===== src/sv/ttb_pkg.sv =====
// shared constants and types for the triangle tangent unit
package ttb_pkg;
   localparam int INDEX_BITS_DEFAULT = 16;
   localparam int COORD_BITS_DEFAULT = 16;
   localparam int IN_INDEX_W = 16;
   localparam int IN_COORD_W = 16;
   localparam int OUT_VEC_W = 32;
   localparam int FRAC_STEPS = 20;
   localparam int QUEUE_DEPTH = 2;

   typedef enum logic [1:0] {
      BK_IDLE,
      BK_DIVIDE,
      BK_EMIT
   } back_state_type;
endpackage


===== src/sv/ttb_if.sv =====


interface ttb_rsp_if;
   logic        valid;
   logic        ready;
   logic [15:0] out_index;
   logic signed [31:0] tangent_x;
   logic signed [31:0] tangent_y;
   logic signed [31:0] tangent_z;
   logic signed [31:0] bitangent_x;
   logic signed [31:0] bitangent_y;
   logic signed [31:0] bitangent_z;
   logic        degenerate;
   logic        last;
   modport source (output valid, out_index, tangent_x, tangent_y, tangent_z,
                   bitangent_x, bitangent_y, bitangent_z, degenerate, last,
                   input ready);
   modport sink (input valid, out_index, tangent_x, tangent_y, tangent_z,
                 bitangent_x, bitangent_y, bitangent_z, degenerate, last,
                 output ready);
endinterface


===== src/sv/ttb_back.sv =====
// back end: shared serial divider and emission of three corner results
module ttb_back #(
   parameter int INDEX_BITS = ttb_pkg::INDEX_BITS_DEFAULT,
   parameter int COORD_BITS = ttb_pkg::COORD_BITS_DEFAULT,
   parameter int NUM_W = 2 * COORD_BITS + 4,
   parameter int TRI_W = 3 * INDEX_BITS + 7 * NUM_W
) (
   input  logic             clock,
   input  logic             reset,
   input  logic             q_valid,
   output logic             q_ready,
   input  logic [TRI_W-1:0] q_data,
   ttb_rsp_if.source        rsp
);
   localparam int VW = ttb_pkg::OUT_VEC_W;
   localparam int FS = ttb_pkg::FRAC_STEPS;
   // quotient bits: integer part up to NUM_W plus FS+1 fraction bits
   localparam int QB = NUM_W + FS + 1;
   localparam int RW = NUM_W + 1;
   localparam int SW = $clog2(QB + 1);

   ttb_pkg::back_state_type state_ff, state_in;
   logic [3*INDEX_BITS-1:0] idx_ff;
   logic [NUM_W-1:0] num_ff [6];
   logic [NUM_W-1:0] dmag_ff;
   logic dneg_ff, degen_ff;
   logic [2:0] comp_ff;
   logic [SW-1:0] step_ff;
   logic [QB-1:0] quo_ff;
   logic [RW-1:0] rem_ff;
   logic [QB-1:0] nsh_ff;
   logic nneg_ff;
   logic [VW-1:0] res_ff [6];
   logic [1:0] corner_ff;
   logic [NUM_W-1:0] cur_num;
   logic [NUM_W-1:0] cur_mag;
   logic [RW-1:0] rem_sh;
   logic rem_ge;
   logic [QB-1:0] rounded;
   logic [VW-1:0] sat;
   logic start, comp_done, emit_pop;

   assign cur_num = num_ff[comp_ff];
   // magnitude at numerator width, before widening
   assign cur_mag = cur_num[NUM_W-1] ? -cur_num : cur_num;
   assign rem_sh = {rem_ff[RW-2:0], nsh_ff[QB-1]};
   assign rem_ge = rem_sh >= RW'(dmag_ff);
   // quotient has one extra fraction bit for rounding
   assign rounded = (quo_ff >> 1) + QB'(quo_ff[0]);

   always_comb begin
      logic big;
      big = (rounded >> (VW - 1)) != '0;
      if (nneg_ff) sat = big ? ((rounded == (QB'(1) << (VW - 1))) ? rounded[VW-1:0] : {1'b1,
         {(VW-1){1'b0}}}) : VW'(-rounded[VW-1:0]);
      else sat = big ? {1'b0, {(VW-1){1'b1}}} : rounded[VW-1:0];
      if (nneg_ff && rounded == (QB'(1) << (VW - 1))) sat = {1'b1, {(VW-1){1'b0}}};
   end

   assign start = (state_ff == ttb_pkg::BK_IDLE) && q_valid;
   assign comp_done = (state_ff == ttb_pkg::BK_DIVIDE) && (step_ff == SW'(QB));
   assign emit_pop = rsp.valid && rsp.ready;

   always_comb begin
      state_in = state_ff;
      unique case (state_ff)
         ttb_pkg::BK_IDLE:   if (q_valid) state_in = ttb_pkg::BK_DIVIDE;
         ttb_pkg::BK_DIVIDE: if (degen_ff || (comp_done && comp_ff == 3'd5))
            state_in = ttb_pkg::BK_EMIT;
         ttb_pkg::BK_EMIT:   if (emit_pop && corner_ff == 2'd2) state_in = ttb_pkg::BK_IDLE;
         default:            state_in = ttb_pkg::BK_IDLE;
      endcase
   end

   always_comb begin
      q_ready = 1'b0;
      rsp.valid = 1'b0;
      unique case (state_ff)
         ttb_pkg::BK_IDLE:   q_ready = 1'b1;
         ttb_pkg::BK_DIVIDE: ;
         ttb_pkg::BK_EMIT:   rsp.valid = 1'b1;
         default:            ;
      endcase
   end

   always_ff @(posedge clock) begin
      if (reset) begin
         state_ff <= ttb_pkg::BK_IDLE;
         corner_ff <= 2'd0;
      end else begin
         state_ff <= state_in;
         if (start) corner_ff <= 2'd0;
         else if (emit_pop) corner_ff <= corner_ff + 2'd1;
      end
   end

   always_ff @(posedge clock) begin
      logic [NUM_W-1:0] det;
      det = q_data[3*INDEX_BITS + 6*NUM_W +: NUM_W];
      if (start) begin
         idx_ff <= q_data[3*INDEX_BITS-1:0];
         for (int j = 0; j < 6; j++) num_ff[j] <= q_data[3*INDEX_BITS + j*NUM_W +: NUM_W];
         dneg_ff <= det[NUM_W-1];
         dmag_ff <= det[NUM_W-1] ? -det : det;
         degen_ff <= det == '0;
         comp_ff <= 3'd0;
         step_ff <= '1;
         for (int j = 0; j < 6; j++) res_ff[j] <= '0;
      end else if (state_ff == ttb_pkg::BK_DIVIDE && !degen_ff) begin
         if (step_ff == '1) begin
            // load current numerator magnitude, shifted for fraction bits
            nneg_ff <= cur_num[NUM_W-1] ^ dneg_ff;
            nsh_ff <= QB'(cur_mag) << (FS + 1);
            rem_ff <= '0;
            quo_ff <= '0;
            step_ff <= '0;
         end else if (comp_done) begin
            res_ff[comp_ff] <= sat;
            comp_ff <= comp_ff + 3'd1;
            step_ff <= '1;
         end else begin
            rem_ff <= rem_ge ? rem_sh - RW'(dmag_ff) : rem_sh;
            quo_ff <= {quo_ff[QB-2:0], rem_ge};
            nsh_ff <= nsh_ff << 1;
            step_ff <= step_ff + SW'(1);
         end
      end
   end

   always_comb begin
      unique case (corner_ff)
         2'd0:    rsp.out_index = 16'(idx_ff[0 +: INDEX_BITS]);
         2'd1:    rsp.out_index = 16'(idx_ff[INDEX_BITS +: INDEX_BITS]);
         default: rsp.out_index = 16'(idx_ff[2*INDEX_BITS +: INDEX_BITS]);
      endcase
   end
   assign rsp.tangent_x = res_ff[0];
   assign rsp.tangent_y = res_ff[1];
   assign rsp.tangent_z = res_ff[2];
   assign rsp.bitangent_x = res_ff[3];
   assign rsp.bitangent_y = res_ff[4];
   assign rsp.bitangent_z = res_ff[5];
   assign rsp.degenerate = degen_ff;
   assign rsp.last = corner_ff == 2'd2;
endmodule


===== src/flat_wrapper.sv =====
// flat-port wrapper written by rule: the top's interface ports become plain ports
module ttb_back_flat 
#(
   parameter int INDEX_BITS = ttb_pkg::INDEX_BITS_DEFAULT,
   parameter int COORD_BITS = ttb_pkg::COORD_BITS_DEFAULT,
   parameter int NUM_W = 2 * COORD_BITS + 4,
   parameter int TRI_W = 3 * INDEX_BITS + 7 * NUM_W
)
  (clock, reset, q_valid, q_ready, q_data, rsp_valid, rsp_out_index, rsp_tangent_x, rsp_tangent_y, rsp_tangent_z, rsp_bitangent_x, rsp_bitangent_y, rsp_bitangent_z, rsp_degenerate, rsp_last, rsp_ready);
  ttb_rsp_if rsp_i ();
  input  logic clock;
  input  logic reset;
  input  logic q_valid;
  output logic q_ready;
  input  logic [TRI_W-1:0] q_data;
  output wire logic [$bits(rsp_i.valid)-1:0] rsp_valid;
  output wire logic [$bits(rsp_i.out_index)-1:0] rsp_out_index;
  output wire logic [$bits(rsp_i.tangent_x)-1:0] rsp_tangent_x;
  output wire logic [$bits(rsp_i.tangent_y)-1:0] rsp_tangent_y;
  output wire logic [$bits(rsp_i.tangent_z)-1:0] rsp_tangent_z;
  output wire logic [$bits(rsp_i.bitangent_x)-1:0] rsp_bitangent_x;
  output wire logic [$bits(rsp_i.bitangent_y)-1:0] rsp_bitangent_y;
  output wire logic [$bits(rsp_i.bitangent_z)-1:0] rsp_bitangent_z;
  output wire logic [$bits(rsp_i.degenerate)-1:0] rsp_degenerate;
  output wire logic [$bits(rsp_i.last)-1:0] rsp_last;
  input wire logic [$bits(rsp_i.ready)-1:0] rsp_ready;
  assign rsp_valid = rsp_i.valid;
  assign rsp_out_index = rsp_i.out_index;
  assign rsp_tangent_x = rsp_i.tangent_x;
  assign rsp_tangent_y = rsp_i.tangent_y;
  assign rsp_tangent_z = rsp_i.tangent_z;
  assign rsp_bitangent_x = rsp_i.bitangent_x;
  assign rsp_bitangent_y = rsp_i.bitangent_y;
  assign rsp_bitangent_z = rsp_i.bitangent_z;
  assign rsp_degenerate = rsp_i.degenerate;
  assign rsp_last = rsp_i.last;
  assign rsp_i.ready = rsp_ready;
  ttb_back #(.INDEX_BITS(INDEX_BITS), .COORD_BITS(COORD_BITS), .NUM_W(NUM_W), .TRI_W(TRI_W)) u_core (.clock(clock), .reset(reset), .q_valid(q_valid), .q_ready(q_ready), .q_data(q_data), .rsp(rsp_i));
endmodule

===== config.mk =====
export PLATFORM = sky130hd
export DESIGN_NAME = ttb_back_flat
export DESIGN_NICKNAME = d
export VERILOG_FILES = /design/src/sv/ttb_pkg.sv /design/src/sv/ttb_if.sv /design/src/sv/ttb_back.sv /design/src/flat_wrapper.sv
export SDC_FILE = /design/constraint.sdc
export NUM_CORES = 1
export LEC_CHECK = 0
export BUFFER_PORTS_ARGS = -buffer_cell sky130_fd_sc_hd__buf_2
export CORE_UTILIZATION = 55
export CTS_BUF_LIST = sky130_fd_sc_hd__clkbuf_8
export DETAILED_ROUTE_END_ITERATION = 16
export PLACE_DENSITY = 0.82
export REMOVE_ABC_BUFFERS = 1
export SETUP_SLACK_MARGIN = 0.02
export SLEW_MARGIN = 20
export SYNTH_ARGS = -nofsm -noshare
export SYNTH_HDL_FRONTEND = slang
export SYNTH_SLANG_ARGS = --single-unit

===== constraint.sdc =====
create_clock -name clock -period 10.03 [get_ports clock]
set_input_delay 0.5015 -clock clock [delete_from_list [all_inputs] [get_ports clock]]
set_output_delay 0.5015 -clock clock [all_outputs]
set_load 0.02 [all_outputs]

==> results.ini <==
[worst_setup_path]
crit_type = reg2reg
critPathCaptureType = flop
max_stage_delay_ns = 0.96
crit_required_ns = 10.49
r2r_cells = 10
cp_num_buf_inv = 1
cpMaxStageDelayCell = nor3_1
crit_fanout = 42
start_kind = flop
cp_cell_sequence = buf_4 > mux4_2 > or3_1 > o21ai_0 > nand4_1 > or3_1 > nor3_1 > a31oi_1 > xor2_1 > o21ai_0
cp_top_family = simple AND/OR/NAND/NOR gates
rr_endpoint = u_core.nsh_ff[48]
worstPathArrival_ns = 5.96
reg2reg_slack_ns = 4.53
crit_cells = 10
crit_path_end = u_core.nsh_ff[48]

[clock_tree]
ctsHoldBuffers = 263
cts_sinks = 640
root_buffer = clkbuf_8
insertion_delay_ns = 0.76
cts-buffers-inserted = 101
htreeDepth = 3
clk_pin_slew_ns = 0.07
cts_setup_buffers = 0
clockBufferDepth = 3
cts_tree = yes
ctsResizeCount = 0

[global_routing]
grt_max_degree = 133
grt.busiest_layer = met2
grt_util_met2_pct = 55.8
grt_overflow = 0
grt_use_total_pct = 33.4
grt_pass1_vias = 24500
grt.met3_usage_pct = 7.51
antenna_found_initial = 10
grt_pass1_wl_microns = 143000
grtUsageMet1_pct = 39.7

[final_layout]
area_growth_pct = 25.2
final_cell_mix = 624 x edfxtp_1, 515 x buf_2, 294 x nor2_1
drive_gt1_share_pct = 23.7
fin_nets = 3564
layout_commonest_cell = edfxtp_1
post-route-util_pct = 70.2

[die]
die_area_sq_mm = 0.0561
ios = 516
fp.dieH_microns = 237
design.core.area_sq_mm = 0.0541
die_w_microns = 237
initial_utilization_pct = 56.1
num_rows = 85

[logic_synthesis]
avgSynthCellArea_sq_um = 12.5
synth_cell_types = 93
syn_area_sq_mm = 0.0304
netlist_instances = 2429
yosysWarningCount = 0
ys_seq_area_share_pct = 62.8
synth_ff_type = edfxtp_1
synth_edf_count = 624
async_reset_ff_share_pct = 0
synth-seq-cells = 640

[min_path]
hp-start = q_data[196]
min_path_type = in2reg

[timing]
grt_setup_unrepaired = no
max_freq_ghz = 0.182
tightestPinTransition_ns = 1.21
finalSetupViolCount = 0
maxSlewViolCount = 0
report.final.hold_viol_count = 0
relSlewSlack_pct = 18.7
finalSetupTns_ns = 0
whs_ns = 0.0233
period_share_pct = 54.8
fin_skew_ns = 0.0559
fin_crit_ns = 5.50

[placed_design]
post-dp-hpwl_microns = 54000
portBuffers = 515
gp_congestion = 0.949

[routing]
drc = 0
vias = 24900
firstDrtPassIters = 9
detail_route.wl_per_cell_microns = 23.8
wl_microns = 95000
drt_iter0_drc = 3374
antenna_left = 0
routed_via_density = 6.24

[power]
peakVddDrop_mv = 0.168
fin_total_pwr_mw = 7.21
p_leak_nw = 14.5
power.density_mw_per_mm2 = 190

[flow_run]
cap_violations = 0

[outcome]
outcome = finished, final reports clean

==> synthesized netlist by cell type (all sizes together), types with 18 or more instances <==
library cell / number / area share [%]
inv: 76 / 0.94
xnor2: 96 / 2.8
mux2i: 46 / 1.5
and2: 65 / 1.3
xor2: 44 / 1.3
nor3: 38 / 0.66
clkbuf: 67 / 0.83
edfxtp: 624 / 62
nand3: 81 / 1.4
a21oi: 135 / 2.2
a22oi: 21 / 0.52
nand2: 174 / 2.2
and3: 20 / 0.41
nor4: 20 / 0.53
buf: 58 / 1.1
a21o: 18 / 0.45
nor2: 299 / 3.8
nand4: 35 / 0.76
or3: 37 / 0.78
ha: 49 / 2.0
and4: 21 / 0.61
o21ai: 127 / 2.1
mux4: 36 / 2.7
o31ai: 20 / 0.51
==> registers in the layout, summed over array words and instances (netlist names), named ones only <==
| signal | cells |
|---|---|
| u_core.num_ff | 216 |
| u_core.res_ff | 192 |
| u_core.quo_ff | 57 |
| u_core.idx_ff | 48 |
| u_core.dmag_ff | 36 |
| u_core.nsh_ff | 36 |
| u_core.rem_ff | 36 |
| u_core.step_ff | 6 |
| u_core.comp_ff | 3 |
| u_core.corner_ff | 2 |
| u_core.state_ff | 2 |
| u_core.dneg_ff | 1 |
| u_core.nneg_ff | 1 |
| u_core.rsp.degenerate | 1 |
==> layer usage <==
layer | routed length [microns] | share of wire [%]
met1 | 32600 | 34
met2 | 46100 | 48
met4 | 6540 | 6.9
met5 | 15 | 0.016
met3 | 9790 | 10
==> power breakdown <==
group	internal (mW)	switching (mW)
logic	0.560	0.985
registers	3.35	0.152
clock network	1.03	1.13
==> area by class of cell <==
cell class                      instances  area [sq um]
Tap cell                              696           871
Antenna cell                            8          20.0
Fill cell                            3266         16100
Sequential cell                       640         19100
Multi-Input combinational cell       1587         10500
Inverter                               77           298
Timing Repair Buffer                  803          5430
Clock buffer                          102          1400
Clock inverter                         78           447
==> worst min-delay path by stage <==
stage	to	slack (ns)	depth (start not counted)
CTS	u_core.num_ff[5][25]	0.005	1
floorplan	u_core.step_ff[5]	0.47	2
finish	u_core.num_ff[4][4]	0.02	1
global placement	u_core.step_ff[4]	0.49	2
global route	u_core.num_ff[4][4]	-0.004	1
detailed placement	u_core.step_ff[4]	0.50	2
==> cells by family (layout without fill, tap and decap cells) <==
| kind of cell | count (synthesis) | in the layout | synth area share [%] |
|---|---|---|---|
| mux | 89 | 89 | 4.45 |
| simple gates | 863 | 863 | 14.1 |
| xor+xnor | 140 | 140 | 4.04 |
| flops | 640 | 640 | 62.8 |
| buf+inv | 202 | 1060 | 2.89 |
| other cells | 0 | 8 | 0 |
| compound gates | 445 | 445 | 9.62 |
| fa+ha+maj | 50 | 50 | 2.09 |
==> worst reg2reg max path: cells and delay by family (launching register included) <==
kind | cells | cell delay [ns]
and+or+nand+nor | 4 | 2.09
buffers and inverters | 1 | 0.80
DFF | 1 | 0.79
AOI/OAI and AO/OA | 3 | 0.69
muxes | 1 | 0.66
xor gates and xnor gates | 1 | 0.21
==> metrics by stage <==
stage	std cells	setup slack [ns]	cell area, sq um
2_1_floorplan	2304	0.680	29800
3_3_place_gp	3537	4.75	33400
3_5_place_dp	3537	4.50	33400
4_1_cts	3980	4.39	37900
5_1_grt	3986	4.39	38000
6_report	3991	4.53	38000
No activity file was read; power rests on OpenSTA's default activity.
